`config.mk`:
```
export PLATFORM = sky130hd
export DESIGN_NAME = stepper_speed_ramp_generator
export DESIGN_NICKNAME = d
export VERILOG_FILES = /design/src/hw/rtl/srg_pkg.sv /design/src/hw/rtl/srg_serial_unit.sv /design/src/hw/rtl/srg_core.sv /design/src/hw/rtl/stepper_speed_ramp_generator.sv
export SDC_FILE = /design/constraint.sdc
export NUM_CORES = 1
export LEC_CHECK = 0
export BUFFER_PORTS_ARGS = -buffer_cell sky130_fd_sc_hd__buf_2
export CAP_MARGIN = 5
export CORE_UTILIZATION = 30
export DETAILED_ROUTE_END_ITERATION = 6
export GPL_TIMING_DRIVEN = 0
export PLACE_DENSITY = 0.46
export SLEW_MARGIN = 10
export SYNTH_ARGS = -nofsm -noshare
export SYNTH_HDL_FRONTEND = slang
export SYNTH_SLANG_ARGS = --single-unit
export TNS_END_PERCENT = 50
```
`constraint.sdc`:
```
create_clock -name clk -period 5.7 [get_ports clk]
set_input_delay 0.285 -clock clk [delete_from_list [all_inputs] [get_ports clk]]
set_output_delay 0.285 -clock clk [all_outputs]
set_load 0.02 [all_outputs]
```
`src/hw/rtl/srg_pkg.sv`:
```
// Shared types, constants and helpers for the stepper speed ramp generator.
package srg_pkg;

    // Default input clock, divided by 16 for the timer
    localparam int unsigned CLOCK_HZ_DEF = 16000000;

    // Widths of the serial datapath and of the work values
    localparam int DIV_W  = 24;
    localparam int MUL_W  = 12;
    localparam int CNT_W  = $clog2(DIV_W);
    localparam int PER_W  = 16;
    localparam int FREQ_W = 16;
    localparam int RPM_W  = 10;

    // Seconds per minute, divisor for step frequency
    localparam logic [DIV_W-1:0] SEC_PER_MIN = DIV_W'(60);

    // Command kinds
    localparam logic [2:0] KIND_TICK = 3'd0;
    localparam logic [2:0] KIND_RAMP = 3'd1;
    localparam logic [2:0] KIND_MOVE = 3'd2;
    localparam logic [2:0] KIND_STOP = 3'd3;
    localparam logic [2:0] KIND_RUN  = 3'd4;

    // Microstep setting codes
    localparam logic [2:0] MS_FULL      = 3'd0;
    localparam logic [2:0] MS_HALF      = 3'd1;
    localparam logic [2:0] MS_QUARTER   = 3'd2;
    localparam logic [2:0] MS_EIGHTH    = 3'd3;
    localparam logic [2:0] MS_SIXTEENTH = 3'd4;

    // Motion modes
    localparam logic [1:0] MODE_IDLE = 2'd0;
    localparam logic [1:0] MODE_ACC  = 2'd1;
    localparam logic [1:0] MODE_DEC  = 2'd2;
    localparam logic [1:0] MODE_POS  = 2'd3;

    typedef struct packed {
        logic [2:0]  kind;
        logic [9:0]  speed_rpm;
        logic [7:0]  ramp_seconds;
        logic [14:0] step_target;
        logic        direction;
    } srg_in_t;

    typedef struct packed {
        logic [15:0] period;
        logic        running;
        logic        step_level;
        logic [1:0]  motion_mode;
        logic        ramp_busy;
        logic        dir_out;
        logic        status;
    } srg_out_t;

    typedef enum logic {
        OP_MUL,
        OP_DIV
    } alu_op_t;

    typedef struct packed {
        logic             start;
        alu_op_t          op;
        logic [DIV_W-1:0] opa;
        logic [DIV_W-1:0] opb;
    } alu_req_t;

    typedef struct packed {
        logic             done;
        logic [DIV_W-1:0] result;
    } alu_rsp_t;

    typedef enum logic [2:0] {
        S_IDLE,
        S_FMUL,
        S_FDIV,
        S_PDIV,
        S_PWB,
        S_SMUL,
        S_SDIV,
        S_DONE
    } core_state_t;

    // Steps per revolution for a microstep setting; unused codes act as sixteenth
    function automatic logic [MUL_W-1:0] steps_per_rev(input logic [2:0] mode);
        logic [MUL_W-1:0] spr;
        case (mode)
            MS_FULL:    spr = MUL_W'(200);
            MS_HALF:    spr = MUL_W'(400);
            MS_QUARTER: spr = MUL_W'(800);
            MS_EIGHTH:  spr = MUL_W'(1600);
            default:    spr = MUL_W'(3200);
        endcase
        return spr;
    endfunction

endpackage

```
`src/hw/rtl/srg_serial_unit.sv`:
```
// Bit-serial shift-add multiplier and restoring divider, one bit per cycle.
module srg_serial_unit
    import srg_pkg::*;
(
    input  logic     clk,
    input  logic     rst_n,
    input  alu_req_t req,
    output alu_rsp_t rsp
);

    logic             busy_reg, busy_next;
    logic             done_reg, done_next;
    alu_op_t          op_reg, op_next;
    logic [CNT_W-1:0] cnt_reg, cnt_next;
    logic [DIV_W-1:0] acc_reg, acc_next;
    logic [DIV_W-1:0] sha_reg, sha_next;
    logic [DIV_W-1:0] shb_reg, shb_next;

    logic [DIV_W:0]   rem_shift;
    logic [DIV_W:0]   rem_diff;

    // Shift the next dividend bit into the partial remainder
    assign rem_shift = {acc_reg, sha_reg[DIV_W-1]};
    assign rem_diff  = rem_shift - {1'b0, shb_reg};

    // Advance one bit of the running operation
    always_comb
    begin
        busy_next = busy_reg;
        done_next = 1'b0;
        op_next   = op_reg;
        cnt_next  = cnt_reg;
        acc_next  = acc_reg;
        sha_next  = sha_reg;
        shb_next  = shb_reg;
        if (busy_reg)
        begin
            if (op_reg == OP_MUL)
            begin
                if (shb_reg[0])
                begin
                    acc_next = acc_reg + sha_reg;
                end
                sha_next = {sha_reg[DIV_W-2:0], 1'b0};
                shb_next = {1'b0, shb_reg[DIV_W-1:1]};
            end
            else
            begin
                if (!rem_diff[DIV_W])
                begin
                    acc_next = rem_diff[DIV_W-1:0];
                    sha_next = {sha_reg[DIV_W-2:0], 1'b1};
                end
                else
                begin
                    acc_next = rem_shift[DIV_W-1:0];
                    sha_next = {sha_reg[DIV_W-2:0], 1'b0};
                end
            end
            if (cnt_reg == CNT_W'(0))
            begin
                busy_next = 1'b0;
                done_next = 1'b1;
            end
            else
            begin
                cnt_next = cnt_reg - CNT_W'(1);
            end
        end
        else if (req.start)
        begin
            busy_next = 1'b1;
            op_next   = req.op;
            acc_next  = '0;
            sha_next  = req.opa;
            shb_next  = req.opb;
            cnt_next  = (req.op == OP_MUL) ? CNT_W'(MUL_W - 1) : CNT_W'(DIV_W - 1);
        end
    end

    // Hold control state
    always_ff @(posedge clk or negedge rst_n)
    begin
        if (!rst_n)
        begin
            busy_reg <= 1'b0;
            done_reg <= 1'b0;
        end
        else
        begin
            busy_reg <= busy_next;
            done_reg <= done_next;
        end
    end

    // Hold operands and partial results
    always_ff @(posedge clk)
    begin
        op_reg  <= op_next;
        cnt_reg <= cnt_next;
        acc_reg <= acc_next;
        sha_reg <= sha_next;
        shb_reg <= shb_next;
    end

    assign rsp.done   = done_reg;
    assign rsp.result = (op_reg == OP_MUL) ? acc_reg : sha_reg;

endmodule

```
`src/hw/rtl/srg_core.sv`:
```
// Command sequencer and motion state of the stepper speed ramp generator.
module srg_core
    import srg_pkg::*;
#(
    parameter int unsigned CLOCK_HZ = CLOCK_HZ_DEF
)
(
    input  logic       clk,
    input  logic       rst_n,
    input  logic       start,
    input  srg_in_t    item,
    input  logic [2:0] microstep_mode,
    output logic       idle,
    output logic       res_valid,
    input  logic       res_ready,
    output srg_out_t   result
);

    localparam logic [DIV_W-1:0] TIMER_HZ = DIV_W'(CLOCK_HZ / 16);

    alu_req_t alu_req;
    alu_rsp_t alu_rsp;

    srg_serial_unit u_alu (
        .clk   (clk),
        .rst_n (rst_n),
        .req   (alu_req),
        .rsp   (alu_rsp)
    );

    core_state_t       state_reg, state_next;
    logic              pass_reg, pass_next;
    logic [2:0]        kind_reg, kind_next;
    logic [RPM_W-1:0]  rpm_reg, rpm_next;
    logic [7:0]        secs_reg, secs_next;
    logic              cdir_reg, cdir_next;
    logic [FREQ_W-1:0] f_new_reg, f_new_next;
    logic [FREQ_W-1:0] f_last_reg, f_last_next;
    logic [PER_W-1:0]  per_reg, per_next;
    logic              status_reg, status_next;

    logic [PER_W-1:0]  period_now_reg, period_now_next;
    logic [PER_W-1:0]  period_goal_reg, period_goal_next;
    logic [PER_W-1:0]  period_step_reg, period_step_next;
    logic [RPM_W-1:0]  last_rpm_reg, last_rpm_next;
    logic [RPM_W-1:0]  pending_rpm_reg, pending_rpm_next;
    logic [1:0]        mode_reg, mode_next;
    logic              ramping_reg, ramping_next;
    logic              timer_on_reg, timer_on_next;
    logic              pin_level_reg, pin_level_next;
    logic              dir_reg, dir_next;
    logic [15:0]       edge_count_reg, edge_count_next;
    logic [15:0]       edge_goal_reg, edge_goal_next;
    logic              positioning_reg, positioning_next;

    logic [PER_W-1:0]  diff_dn;
    logic [PER_W-1:0]  diff_up;
    logic [15:0]       edge_inc;
    logic [DIV_W-1:0]  quot_m1;
    logic [PER_W-1:0]  per_of_quot;
    logic              speeding;
    logic [PER_W-1:0]  ramp_dist;
    logic [FREQ_W-1:0] freq_base;

    // Distances between current and goal period, both ways
    assign diff_dn  = period_now_reg - period_goal_reg;
    assign diff_up  = period_goal_reg - period_now_reg;
    assign edge_inc = edge_count_reg + 16'd1;

    // Turn a timer quotient into a compare period, saturated to 16 bits
    assign quot_m1 = alu_rsp.result - DIV_W'(1);
    always_comb
    begin
        if (alu_rsp.result == '0)
        begin
            per_of_quot = '0;
        end
        else if (quot_m1[DIV_W-1:PER_W] != '0)
        begin
            per_of_quot = '1;
        end
        else
        begin
            per_of_quot = quot_m1[PER_W-1:0];
        end
    end

    // Pick ramp direction, distance and base frequency
    assign speeding  = (last_rpm_reg < rpm_reg);
    assign freq_base = speeding ? f_new_reg : f_last_reg;
    always_comb
    begin
        if (speeding)
        begin
            ramp_dist = (period_now_reg >= period_goal_reg) ? diff_dn : '0;
        end
        else
        begin
            ramp_dist = (period_goal_reg >= period_now_reg) ? diff_up : '0;
        end
    end

    // Sequence commands through the serial unit
    always_comb
    begin
        state_next       = state_reg;
        pass_next        = pass_reg;
        kind_next        = kind_reg;
        rpm_next         = rpm_reg;
        secs_next        = secs_reg;
        cdir_next        = cdir_reg;
        f_new_next       = f_new_reg;
        f_last_next      = f_last_reg;
        per_next         = per_reg;
        status_next      = status_reg;
        period_now_next  = period_now_reg;
        period_goal_next = period_goal_reg;
        period_step_next = period_step_reg;
        last_rpm_next    = last_rpm_reg;
        pending_rpm_next = pending_rpm_reg;
        mode_next        = mode_reg;
        ramping_next     = ramping_reg;
        timer_on_next    = timer_on_reg;
        pin_level_next   = pin_level_reg;
        dir_next         = dir_reg;
        edge_count_next  = edge_count_reg;
        edge_goal_next   = edge_goal_reg;
        positioning_next = positioning_reg;
        alu_req.start    = 1'b0;
        alu_req.op       = OP_MUL;
        alu_req.opa      = '0;
        alu_req.opb      = '0;
        res_valid        = 1'b0;

        case (state_reg)
            S_IDLE:
            begin
                if (start)
                begin
                    kind_next   = item.kind;
                    rpm_next    = item.speed_rpm;
                    secs_next   = item.ramp_seconds;
                    cdir_next   = item.direction;
                    pass_next   = 1'b0;
                    status_next = 1'b0;
                    state_next  = S_DONE;
                    case (item.kind)
                        KIND_TICK:
                        begin
                            if (timer_on_reg)
                            begin
                                pin_level_next = !pin_level_reg;
                                if (ramping_reg && mode_reg == MODE_ACC)
                                begin
                                    if (period_now_reg <= period_goal_reg ||
                                        period_step_reg == '0 ||
                                        diff_dn <= period_step_reg)
                                    begin
                                        period_now_next = period_goal_reg;
                                        last_rpm_next   = pending_rpm_reg;
                                        ramping_next    = 1'b0;
                                    end
                                    else
                                    begin
                                        period_now_next = period_now_reg - period_step_reg;
                                    end
                                end
                                else if (ramping_reg && mode_reg == MODE_DEC)
                                begin
                                    if (period_now_reg >= period_goal_reg ||
                                        period_step_reg == '0 ||
                                        diff_up <= period_step_reg)
                                    begin
                                        period_now_next = period_goal_reg;
                                        last_rpm_next   = pending_rpm_reg;
                                        ramping_next    = 1'b0;
                                    end
                                    else
                                    begin
                                        period_now_next = period_now_reg + period_step_reg;
                                    end
                                end
                                if (mode_reg == MODE_POS && positioning_reg)
                                begin
                                    edge_count_next = edge_inc;
                                    if (edge_inc >= edge_goal_reg)
                                    begin
                                        timer_on_next    = 1'b0;
                                        mode_next        = MODE_IDLE;
                                        ramping_next     = 1'b0;
                                        positioning_next = 1'b0;
                                    end
                                end
                            end
                        end
                        KIND_RAMP:
                        begin
                            if (ramping_reg)
                            begin
                                status_next = 1'b1;
                            end
                            else
                            begin
                                alu_req.start = 1'b1;
                                alu_req.opa   = DIV_W'(item.speed_rpm);
                                alu_req.opb   = DIV_W'(steps_per_rev(microstep_mode));
                                state_next    = S_FMUL;
                            end
                        end
                        KIND_MOVE:
                        begin
                            edge_goal_next   = {item.step_target, 1'b0};
                            edge_count_next  = '0;
                            positioning_next = 1'b1;
                            timer_on_next    = 1'b1;
                            mode_next        = MODE_POS;
                            dir_next         = item.direction;
                            alu_req.start    = 1'b1;
                            alu_req.opa      = DIV_W'(item.speed_rpm);
                            alu_req.opb      = DIV_W'(steps_per_rev(microstep_mode));
                            state_next       = S_FMUL;
                        end
                        KIND_RUN:
                        begin
                            timer_on_next = 1'b1;
                            dir_next      = item.direction;
                            alu_req.start = 1'b1;
                            alu_req.opa   = DIV_W'(item.speed_rpm);
                            alu_req.opb   = DIV_W'(steps_per_rev(microstep_mode));
                            state_next    = S_FMUL;
                        end
                        KIND_STOP:
                        begin
                            timer_on_next    = 1'b0;
                            mode_next        = MODE_IDLE;
                            ramping_next     = 1'b0;
                            positioning_next = 1'b0;
                        end
                        default:
                        begin
                            state_next = S_DONE;
                        end
                    endcase
                end
            end

            // Steps per minute done; divide down to steps per second
            S_FMUL:
            begin
                if (alu_rsp.done)
                begin
                    alu_req.start = 1'b1;
                    alu_req.op    = OP_DIV;
                    alu_req.opa   = alu_rsp.result;
                    alu_req.opb   = SEC_PER_MIN;
                    state_next    = S_FDIV;
                end
            end

            // Frequency known; divide the timer clock by it
            S_FDIV:
            begin
                if (alu_rsp.done)
                begin
                    if (pass_reg)
                    begin
                        f_last_next = alu_rsp.result[FREQ_W-1:0];
                    end
                    else
                    begin
                        f_new_next = alu_rsp.result[FREQ_W-1:0];
                    end
                    if (alu_rsp.result[FREQ_W-1:0] == '0)
                    begin
                        per_next   = '1;
                        state_next = S_PWB;
                    end
                    else
                    begin
                        alu_req.start = 1'b1;
                        alu_req.op    = OP_DIV;
                        alu_req.opa   = TIMER_HZ;
                        alu_req.opb   = DIV_W'(alu_rsp.result[FREQ_W-1:0]);
                        state_next    = S_PDIV;
                    end
                end
            end

            S_PDIV:
            begin
                if (alu_rsp.done)
                begin
                    per_next   = per_of_quot;
                    state_next = S_PWB;
                end
            end

            // Write the period back; a ramp goes on to the last speed and the step
            S_PWB:
            begin
                if (kind_reg == KIND_RAMP)
                begin
                    alu_req.start = 1'b1;
                    if (!pass_reg)
                    begin
                        period_goal_next = per_reg;
                        pass_next        = 1'b1;
                        alu_req.opa      = DIV_W'(last_rpm_reg);
                        alu_req.opb      = DIV_W'(steps_per_rev(microstep_mode));
                        state_next       = S_FMUL;
                    end
                    else
                    begin
                        period_now_next = per_reg;
                        alu_req.opa     = DIV_W'(freq_base);
                        alu_req.opb     = DIV_W'(secs_reg);
                        state_next      = S_SMUL;
                    end
                end
                else
                begin
                    period_now_next = per_reg;
                    state_next      = S_DONE;
                end
            end

            // Ramp tick count known; divide the period distance by it
            S_SMUL:
            begin
                if (alu_rsp.done)
                begin
                    alu_req.start = 1'b1;
                    alu_req.op    = OP_DIV;
                    alu_req.opa   = DIV_W'(ramp_dist);
                    alu_req.opb   = (alu_rsp.result == '0) ? DIV_W'(1) : alu_rsp.result;
                    state_next    = S_SDIV;
                end
            end

            S_SDIV:
            begin
                if (alu_rsp.done)
                begin
                    period_step_next = alu_rsp.result[PER_W-1:0];
                    pending_rpm_next = rpm_reg;
                    mode_next        = speeding ? MODE_ACC : MODE_DEC;
                    ramping_next     = 1'b1;
                    timer_on_next    = 1'b1;
                    dir_next         = cdir_reg;
                    state_next       = S_DONE;
                end
            end

            // Offer the result until the output side takes it
            S_DONE:
            begin
                res_valid = 1'b1;
                if (res_ready)
                begin
                    state_next = S_IDLE;
                end
            end

            default:
            begin
                state_next = S_IDLE;
            end
        endcase
    end

    // Hold sequencer and motion state
    always_ff @(posedge clk or negedge rst_n)
    begin
        if (!rst_n)
        begin
            state_reg       <= S_IDLE;
            pass_reg        <= 1'b0;
            status_reg      <= 1'b0;
            period_now_reg  <= '0;
            period_goal_reg <= '0;
            period_step_reg <= '0;
            last_rpm_reg    <= RPM_W'(6);
            pending_rpm_reg <= '0;
            mode_reg        <= MODE_IDLE;
            ramping_reg     <= 1'b0;
            timer_on_reg    <= 1'b0;
            pin_level_reg   <= 1'b0;
            dir_reg         <= 1'b0;
            edge_count_reg  <= '0;
            edge_goal_reg   <= '0;
            positioning_reg <= 1'b0;
        end
        else
        begin
            state_reg       <= state_next;
            pass_reg        <= pass_next;
            status_reg      <= status_next;
            period_now_reg  <= period_now_next;
            period_goal_reg <= period_goal_next;
            period_step_reg <= period_step_next;
            last_rpm_reg    <= last_rpm_next;
            pending_rpm_reg <= pending_rpm_next;
            mode_reg        <= mode_next;
            ramping_reg     <= ramping_next;
            timer_on_reg    <= timer_on_next;
            pin_level_reg   <= pin_level_next;
            dir_reg         <= dir_next;
            edge_count_reg  <= edge_count_next;
            edge_goal_reg   <= edge_goal_next;
            positioning_reg <= positioning_next;
        end
    end

    // Hold the command operands and intermediate values
    always_ff @(posedge clk)
    begin
        kind_reg   <= kind_next;
        rpm_reg    <= rpm_next;
        secs_reg   <= secs_next;
        cdir_reg   <= cdir_next;
        f_new_reg  <= f_new_next;
        f_last_reg <= f_last_next;
        per_reg    <= per_next;
    end

    assign idle = (state_reg == S_IDLE);

    assign result.period      = period_now_reg;
    assign result.running     = timer_on_reg;
    assign result.step_level  = pin_level_reg;
    assign result.motion_mode = mode_reg;
    assign result.ramp_busy   = ramping_reg;
    assign result.dir_out     = dir_reg;
    assign result.status      = status_reg;

endmodule

```
`src/hw/rtl/stepper_speed_ramp_generator.sv`:
```
// Top level of the stepper speed ramp generator: channels, setting register, result register.
//
//   channel  direction  handshake            payload
//   in       input      in_valid / in_stall  in_data   (srg_in_t)
//   out      output     out_valid/out_stall  out_data  (srg_out_t)
//   cfg      input      cfg_valid/cfg_ready  cfg_data  (microstep mode)
//
// From one input transfer to the next: a tick, stop or unused kind goes straight to its
// result, a run or move command through a multiply and two divides, and a ramp command
// (if no ramp runs) these twice plus a multiply and a divide for its step. All frequency,
// period and step work uses the bit-serial unit; a zero frequency skips the period divide.
// One item is worked at a time; the next is taken once the result sits in the
// output register. Reset is asynchronous, active low; cfg_ready is always high.
module stepper_speed_ramp_generator
    import srg_pkg::*;
#(
    parameter int unsigned CLOCK_HZ = CLOCK_HZ_DEF
)
(
    input  logic       clk,
    input  logic       rst_n,
    input  logic       in_valid,
    output logic       in_stall,
    input  srg_in_t    in_data,
    output logic       out_valid,
    input  logic       out_stall,
    output srg_out_t   out_data,
    input  logic       cfg_valid,
    output logic       cfg_ready,
    input  logic [2:0] cfg_data
);

    logic       core_idle;
    logic       res_valid;
    logic       res_ready;
    srg_out_t   core_result;
    logic [2:0] microstep_reg;
    logic       out_valid_reg;
    srg_out_t   out_data_reg;

    srg_core #(
        .CLOCK_HZ (CLOCK_HZ)
    ) u_core (
        .clk            (clk),
        .rst_n          (rst_n),
        .start          (in_valid && !in_stall),
        .item           (in_data),
        .microstep_mode (microstep_reg),
        .idle           (core_idle),
        .res_valid      (res_valid),
        .res_ready      (res_ready),
        .result         (core_result)
    );

    assign in_stall  = !core_idle;
    assign cfg_ready = 1'b1;

    // Free output slot: empty, or being taken this cycle
    assign res_ready = !out_valid_reg || !out_stall;

    // Take the microstep setting on a transfer
    always_ff @(posedge clk or negedge rst_n)
    begin
        if (!rst_n)
        begin
            microstep_reg <= MS_FULL;
        end
        else if (cfg_valid && cfg_ready)
        begin
            microstep_reg <= cfg_data;
        end
    end

    // Load the result register; drop valid after a transfer
    always_ff @(posedge clk or negedge rst_n)
    begin
        if (!rst_n)
        begin
            out_valid_reg <= 1'b0;
        end
        else if (res_valid && res_ready)
        begin
            out_valid_reg <= 1'b1;
        end
        else if (!out_stall)
        begin
            out_valid_reg <= 1'b0;
        end
    end

    always_ff @(posedge clk)
    begin
        if (res_valid && res_ready)
        begin
            out_data_reg <= core_result;
        end
    end

    assign out_valid = out_valid_reg;
    assign out_data  = out_data_reg;

endmodule
```
# Word level (Yosys, flattened, before mapping)
# Cells that the tools add are included.
totals:
  register_bits: 288
  in_bits: 45
  out_inout_bits: 26
  wordCells: 277
classes:
  addsub: 9
  order_cmp: 7
  eq_ne: 46
  n_mux: 121
  bitwise_logic: 2
  reduce_logical: 53
ops:
  columns: ["cell", "n"]
  rows:
  - ["$mux 16", 20]
  - ["$mux 24", 12]
  - ["$pmux 48 s5", 1]
  - ["$mux 50", 4]
  - ["$mux 48", 2]
  - ["$pmux 16 s2", 3]
  - ["$pmux 48 s2", 1]
  - ["$ge 16x16->1", 3]
  - ["$le 16x16->1", 3]
  - ["$pmux 12 s4", 1]
  - ["$sub 16x16->16", 3]
  - ["$mux 10", 4]
  - ["$mux 40", 1]
  - ["$mux 1", 36]
  - ["$mux 34", 1]
  - ["$mux 3", 11]
  - ["$logic_not 16->1", 2]
  - ["$sub 25x24->25", 1]
  - ["$add 24x24->24", 1]
  - ["$logic_not 24->1", 1]
  - ["$pmux 3 s8", 1]
  - ["$sub 24x1->24 const B", 1]
  - ["$reduce_and 7->1", 3]
  - ["$mux 5", 4]
  - ["other kinds (37)", 118]

# Depth between registers and ports, before layout
depth:
  ltp_word: 12
  depth_mapped: 21
  depth_no_buf: 19

# Hierarchy
# Synthesis repeated with hierarchy kept, for this count alone.
unflattened:
  hier_cells: 2120
  area_unflattened_um2: 20601.0
by_module_without_submodules:
  columns: ["module", "instances", "cells_each", "area_each_um2", "seq_area_each_um2"]
  rows:
  - ["srg_core", 1, 1469, 13352.8, 4882.2]
  - ["srg_serial_unit", 1, 614, 6383.6, 2392.3]
  - ["stepper_speed_ramp_generator", 1, 37, 864.6, 790.8]

# Least setup slack after synthesis
# Ideal clock, no wire load.
synth_path:
  path_kind: "register -> register"
  start: "register u_core.period_now_reg[1]"
  end: "register u_core.period_now_reg[8]"
  t_arrival_ps: 4611
  slack_ps: 985
  path_stages_with_launch: 21
  path_buffers: 2
  path_cell_list: "dfrtp_1 > inv_1 > ha_1 > nor2b_1 > o21ai_0 > a311oi_1 > o21ai_0 > a211o_1 > o41ai_1 > xor2_1 > ha_1 > nand4_1 > nor4_1 > a21boi_0 > or4b_2 > nand4b_4 > and2_1 > buf_2 > buf_2 > a21oi_1 > a221oi_1"
synth_between:
  elab_chain_len: 10
  elab_cells_between_ends: 20
synth_rtl:
  columns: ["item", "line_no", "text"]
  rows:
  - ["from (decl)", "srg_core.sv:42", "logic [PER_W-1:0] period_now_reg, period_now_next;"]
  - ["from (signal assigned)", "srg_core.sv:398", "period_now_reg <= period_now_next;"]
  - ["$sub 16x16->16 / $ge 16x16->1 (equally long branches)", "srg_core.sv:67, srg_core.sv:170", null]
  - ["$le 16x16->1 / $logic_or 1x1->1 (equally long branches)", "srg_core.sv:172, srg_core.sv:170", null]
  - ["$logic_or 1x1->1", "srg_core.sv:171", "period_step_reg == '0 ||"]
  - ["$mux 16", "srg_core.sv:170", "if (period_now_reg >= period_goal_reg ||"]
  - ["$mux 16", "srg_core.sv:168", "else if (ramping_reg && mode_reg == MODE_DEC)"]
  - ["$mux 16 (*)", "srg_core.sv:153", "if (ramping_reg && mode_reg == MODE_ACC)"]
  - ["$mux 16 (*)", "srg_core.sv:150", "if (timer_on_reg)"]
  - ["$mux 16 (*)", "srg_core.sv:147", "case (item.kind)"]
  - ["$mux 16 (*)", "srg_core.sv:138", "if (start)"]
  - ["$pmux 16 s2 (*)", "srg_core.sv:135", "case (state_reg)"]
# Mark *: on every way between the ends. The rest lies on a longest branch, timed or not. The select of a mux whose other input is x is not followed.
# A chain may end at the register's enable or synchronous reset.

# Worst setup path in the final report
layout_path:
  start: "register u_core.period_now_reg[0]"
  end: "register u_core.last_rpm_reg[4]"
layout_between:
  elab_chain_len: 5
  elab_cells_between_ends: 13
layout_rtl:
  columns: ["item", "line_no", "text"]
  rows:
  - ["$sub 16x16->16 (tied with other cells)", "srg_core.sv:66", "assign diff_dn = period_now_reg - period_goal_reg;"]
  - ["$le 16x16->1 (tied with other cells)", "srg_core.sv:157", "diff_dn <= period_step_reg)"]
  - ["$logic_or 1x1->1, on equally long branches", "srg_core.sv:156, srg_core.sv:171", null]
  - ["$ne 2x2->1 (no source line) / $reduce_bool 2->1 (equally long branches)", null, null]
  - ["$reduce_and 7->1 (no source line) (*)", null, null]
  - ["to (signal assigned)", "srg_core.sv:401", "last_rpm_reg <= last_rpm_next;"]
  - ["to (decl)", "srg_core.sv:45", "logic [RPM_W-1:0] last_rpm_reg, last_rpm_next;"]
# Mark *: on every way between the ends. The rest lies on a longest branch, timed or not.

==> out/results.tsv <==
stage	metric	value	unit
critical_path	type of element launching the critical path	flop	
placement	cell total after placement	3059	
cts	number of buffers inserted during clock tree synthesis	36	
cts	Clock Sinks	288	
synth	largest cells by area after synthesis	sky130_fd_sc_hd__edfxtp_1 (25%), sky130_fd_sc_hd__dfrtp_1 (14%), sky130_fd_sc_hd__ha_1 (10%)	
synth	xor and xnor area share after synthesis	4.69	%
global_routing	vias in the first global route	16700	
layout	Antenna Diode Count	0	
synth	top-area cell type share of the netlist area	25.5	%
worst_hold_path	Hold Crit Depth	3	
pwr	VDD IR-drop max	0.265	mV
synth	largest family of logic cells by synthesized area	compound AO/OA/AOI/OAI gates	
synth	multiplexer area fraction after synthesis	4.97	%
global_routing	pin count of the biggest net entering global routing	74	
layout	layout-stage area growth over the synthesis result	16.8	%
sta	Worst slew margin	16.2	%
global_routing	total gr overflow	0	
synth	cell type with the highest aggregate area in the netlist	sky130_fd_sc_hd__edfxtp_1	
pwr	combinational fraction of design power	59.8	%
critical_path	R2R Path Start	u_core.period_now_reg[0]	
die	height of the die	261	um
die	area of the core region	0.0661	mm^2
sta	maximum clock frequency	182	MHz
sta	final worst-path setup slack	0.204	ns
layout	filler cell count in the final layout	6819	
synth	number of storage elements in the synthesis netlist	288	
die	die width	261	um
synth	most frequently used cell type in the post-synthesis netlist	sky130_fd_sc_hd__edfxtp_1	
synth	main flop type after synthesis	sky130_fd_sc_hd__edfxtp_1	
cts	clock transition at the register clock pins on the worst setup and hold paths after CTS	0.06	ns
cts	number of H-tree levels	2	
synth	register area share after synthesis	40.0	%
detailed_routing	Antenna Nets Post-Route	0	
die	Site Rows	94	
synth	leading cell types by count after synthesis	sky130_fd_sc_hd__edfxtp_1 (171), sky130_fd_sc_hd__ha_1 (169), sky130_fd_sc_hd__inv_1 (167), sky130_fd_sc_hd__nand2_1 (165), sky130_fd_sc_hd__a21oi_1 (159)	
placement	Final HPWL DP	53200	um
global_routing	antenna violations before repair	0	
synth	number of instances in the synthesized netlist	2120	
detailed_routing	total number of vias	17300	
pwr	fraction of power spent switching nets	47.3	%
synth	Mapped Avg Cell Area	9.50	um^2
worst_hold_path	Hold Crit Class	input port to flop	
synth	Synth Area in Compound Gates	20.8	%
sta	setup tns final	0	ns
pwr	Internal	8.12	mW
detailed_routing	Post-route DRC	0	
sta	Final Hold Vio Count	0	
sta	Period Utilization, post-route	96.4	%
outcome	run status	finished, final reports clean	
critical_path	FF-to-FF setup slack	0.20	ns
cts	clock tree from TritonCTS	yes	
worst_hold_path	Endpoint, Worst Hold	out_valid	
sta	worst hold slack across all endpoints	0.0627	ns
pwr	Total Power Consumption	15.4	mW
global_routing	first-pass GRT wire length	103000	um
placement	placer congestion estimate	0.873	
cts	clock latency on the worst-skew pair	0.57	ns
sta	Max Slew Vio Count	0	
die	number of ports placed on the die boundary	71	
global_routing	overall track demand over capacity in global routing	19.7	%
synth	number of enable flip-flop cells after synthesis	171	
synth	proportion of synthesized flip-flops having asynchronous set or reset	40.6	%
detailed_routing	vias per cell	5.44	
pwr	proportion of power drawn by the clock network	15.9	%
synth	Netlist cell types	86	
layout	fin nets	2505	
sta	final critical-path required period	5.50	ns
layout	final core utilization	35.6	%
critical_path	largest stage delay on the critical path	0.53	ns
sta	slew of the pin with the lowest slew margin	1.24	ns
pwr	sequential group share of total power	24.3	%
pwr	power density relative to cell area	655	mW/mm^2
critical_path	cell depth of the worst flop-to-flop path	20	
critical_path	critical path capture point type	flop	
sta	setup repair after global routing missed its margin	false	
die	starting density of the core	30.5	%
placement	Placed Area	0.0217	mm^2
die	die footprint	0.0682	mm^2
detailed_routing	wire per inst	21.2	um
layout	Final Cell Area	0.0235	mm^2
critical_path	slowest library cell on the worst path	sky130_fd_sc_hd__or3b_2	
synth	Mapped Nets	2340	
detailed_routing	number of DRC markers after the initial detailed-route iteration	1411	
pwr	switching power	7.29	mW
pwr	static power due to leakage	9.94	nW
critical_path	Worst Path Max Fanout	10	
cts	maximum clock path buffer count	3	
detailed_routing	total wirelength of the detailed-routed design	67500	um
synth	post-synthesis cell area	0.0201	mm^2
placement	worst slack, placed	-0.275	ns
critical_path	worst reg2reg endpoint	u_core.last_rpm_reg[4]	
critical_path	cell-by-cell listing of the critical path	inv_1, ha_1, inv_1, fa_1, nand4_1, nand3_1, a21oi_1, o221ai_1, a31oi_1, xnor2_1, ha_1, a21oi_1, nand2_1, a221oi_1, or3b_2, and3_1, or3b_1, a21o_1, buf_4, mux2_1	
detailed_routing	first drt pass iteration count	6	
synth	Simple-Gate Fraction of Synth Area	13.2	%
critical_path	worst setup path category	flop to flop	
worst_hold_path	min-delay src	out_stall	
layout	fraction of final layout cells sized beyond drive strength 1	11.1	%
cts	clk root buf	sky130_fd_sc_hd__clkbuf_16	
sta	Layout Skew	0.0322	ns
placement	number of buffer cells added on primary ports	69	
synth	adder-cell share of the synthesized area	11.1	%
critical_path	worst path required time	6.15	ns
critical_path	Critical Path AT	5.94	ns
sta	Final setup viols	0	
synth	number of synthesis warnings	0	
flow_run	max-cap violation count	0	
layout	final std cells w/o fill	3176	
-- power by group through the flow --
stage / Clock [mW] / Sequential (mW) / Combinational (mW)
6_report: 2.46 / 3.74 / 9.22
3_3_place_gp: 0 / 3.80 / 8.83
5_1_grt: 2.60 / 3.82 / 10.2
2_1_floorplan: 0 / 3.57 / 6.46
4_1_cts: 2.53 / 3.76 / 9.09
3_5_place_dp: 0 / 3.79 / 8.98
-- cell usage in the layout (no fill, tap or decap), types with 17 or more instances in the layout --
| master | synthesis | layout |
|---|---|---|
| sky130_fd_sc_hd__a211oi_1 | 20 | 19 |
| sky130_fd_sc_hd__a21o_1 | 42 | 42 |
| sky130_fd_sc_hd__a21oi_1 | 159 | 156 |
| sky130_fd_sc_hd__a222oi_1 | 20 | 20 |
| sky130_fd_sc_hd__a31oi_1 | 22 | 22 |
| sky130_fd_sc_hd__and3_1 | 17 | 17 |
| sky130_fd_sc_hd__buf_2 | 10 | 76 |
| sky130_fd_sc_hd__clkbuf_1 | 67 | 68 |
| sky130_fd_sc_hd__clkbuf_16 | 0 | 37 |
| sky130_fd_sc_hd__dfrtp_1 | 115 | 112 |
| sky130_fd_sc_hd__dlygate4sd3_1 | 0 | 44 |
| sky130_fd_sc_hd__edfxtp_1 | 171 | 171 |
| sky130_fd_sc_hd__ha_1 | 169 | 169 |
| sky130_fd_sc_hd__inv_1 | 167 | 166 |
| sky130_fd_sc_hd__mux2_2 | 38 | 38 |
| sky130_fd_sc_hd__mux2i_1 | 52 | 52 |
| sky130_fd_sc_hd__nand2_1 | 165 | 165 |
| sky130_fd_sc_hd__nand2b_1 | 24 | 24 |
| sky130_fd_sc_hd__nand3_1 | 42 | 42 |
| sky130_fd_sc_hd__nand4_1 | 19 | 19 |
| sky130_fd_sc_hd__nor2_1 | 155 | 153 |
| sky130_fd_sc_hd__nor2b_1 | 21 | 21 |
| sky130_fd_sc_hd__nor3_1 | 42 | 42 |
| sky130_fd_sc_hd__o211ai_1 | 19 | 19 |
| sky130_fd_sc_hd__o21ai_0 | 133 | 130 |
| sky130_fd_sc_hd__o22ai_1 | 41 | 41 |
| sky130_fd_sc_hd__xnor2_1 | 70 | 70 |
| sky130_fd_sc_hd__xor2_1 | 38 | 38 |
-- repair_timing --
item                                    4_1_cts  5_1_grt
resized for setup                             8       13
endpoints found under the hold margin       110        0
setup buffers                                 2        7
hold buffers                                 44        0
pin swaps                                     1        3
endpoints found under the setup margin       16       26
-- cell type report --
class | instances | area [um^2] | area share [%]
clock buffers | 48 | 1010 | 4.28
clock inverters | 17 | 241 | 1.03
multi-input cells | 1572 | 11100 | 47.2
inverters | 168 | 634 | 2.70
flip-flops and latches | 288 | 8070 | 34.3
plain buffers | 91 | 425 | 1.81
well taps | 864 | 1080 | 4.59
repair buffers | 128 | 972 | 4.13
-- worst max-delay path by stage --
| stage | startpoint | endpoint | slack [ns] | depth (start not counted) |
|---|---|---|---|---|
| after detailed placement | u_core.period_now_reg[1] | u_core.period_now_reg[2] | -0.27 | 19 |
| after floorplan | u_core.period_now_reg[1] | u_core.period_now_reg[8] | 0.99 | 20 |
| after global routing | u_core.period_now_reg[3] | u_core.period_now_reg[8] | 0.0004 | 21 |
| after CTS | u_core.period_now_reg[3] | u_core.period_now_reg[8] | 0.02 | 21 |
| final | u_core.period_now_reg[0] | u_core.last_rpm_reg[4] | 0.20 | 20 |
| after global placement | u_core.period_now_reg[1] | u_core.period_now_reg[2] | -0.31 | 19 |
-- critical path, delay by kind of cell, from the launching register on --
| kind | cells | cell delay (ns) |
|---|---|---|
| compound gates | 6 | 1.63 |
| flops | 1 | 0.45 |
| xor+xnor | 1 | 0.18 |
| mux | 1 | 0.31 |
| simple gates | 6 | 1.48 |
| buf+inv | 3 | 0.37 |
| fa+ha+maj | 3 | 0.93 |
-- cells by family (layout without fill, tap and decap cells) --
logic type / count (synthesis) / in the layout
AO/OA/AOI/OAI: 635 / 635
buffers and inverters: 260 / 452
other: 1 / 1
AND/OR/NAND/NOR: 559 / 559
adder cells (fa/ha/maj): 175 / 175
flip-flops: 288 / 288
multiplexers: 94 / 94
XOR/XNOR: 108 / 108
-- routing by layer --
layer / global-route usage [%] / wire length [um]
met1: 26.9 / 30600
met2: 33.1 / 32200
met3: 2.59 / 3470
met4: 4.34 / 1240
met5: 0 / 0
Power figures use the tool's default switching activity.
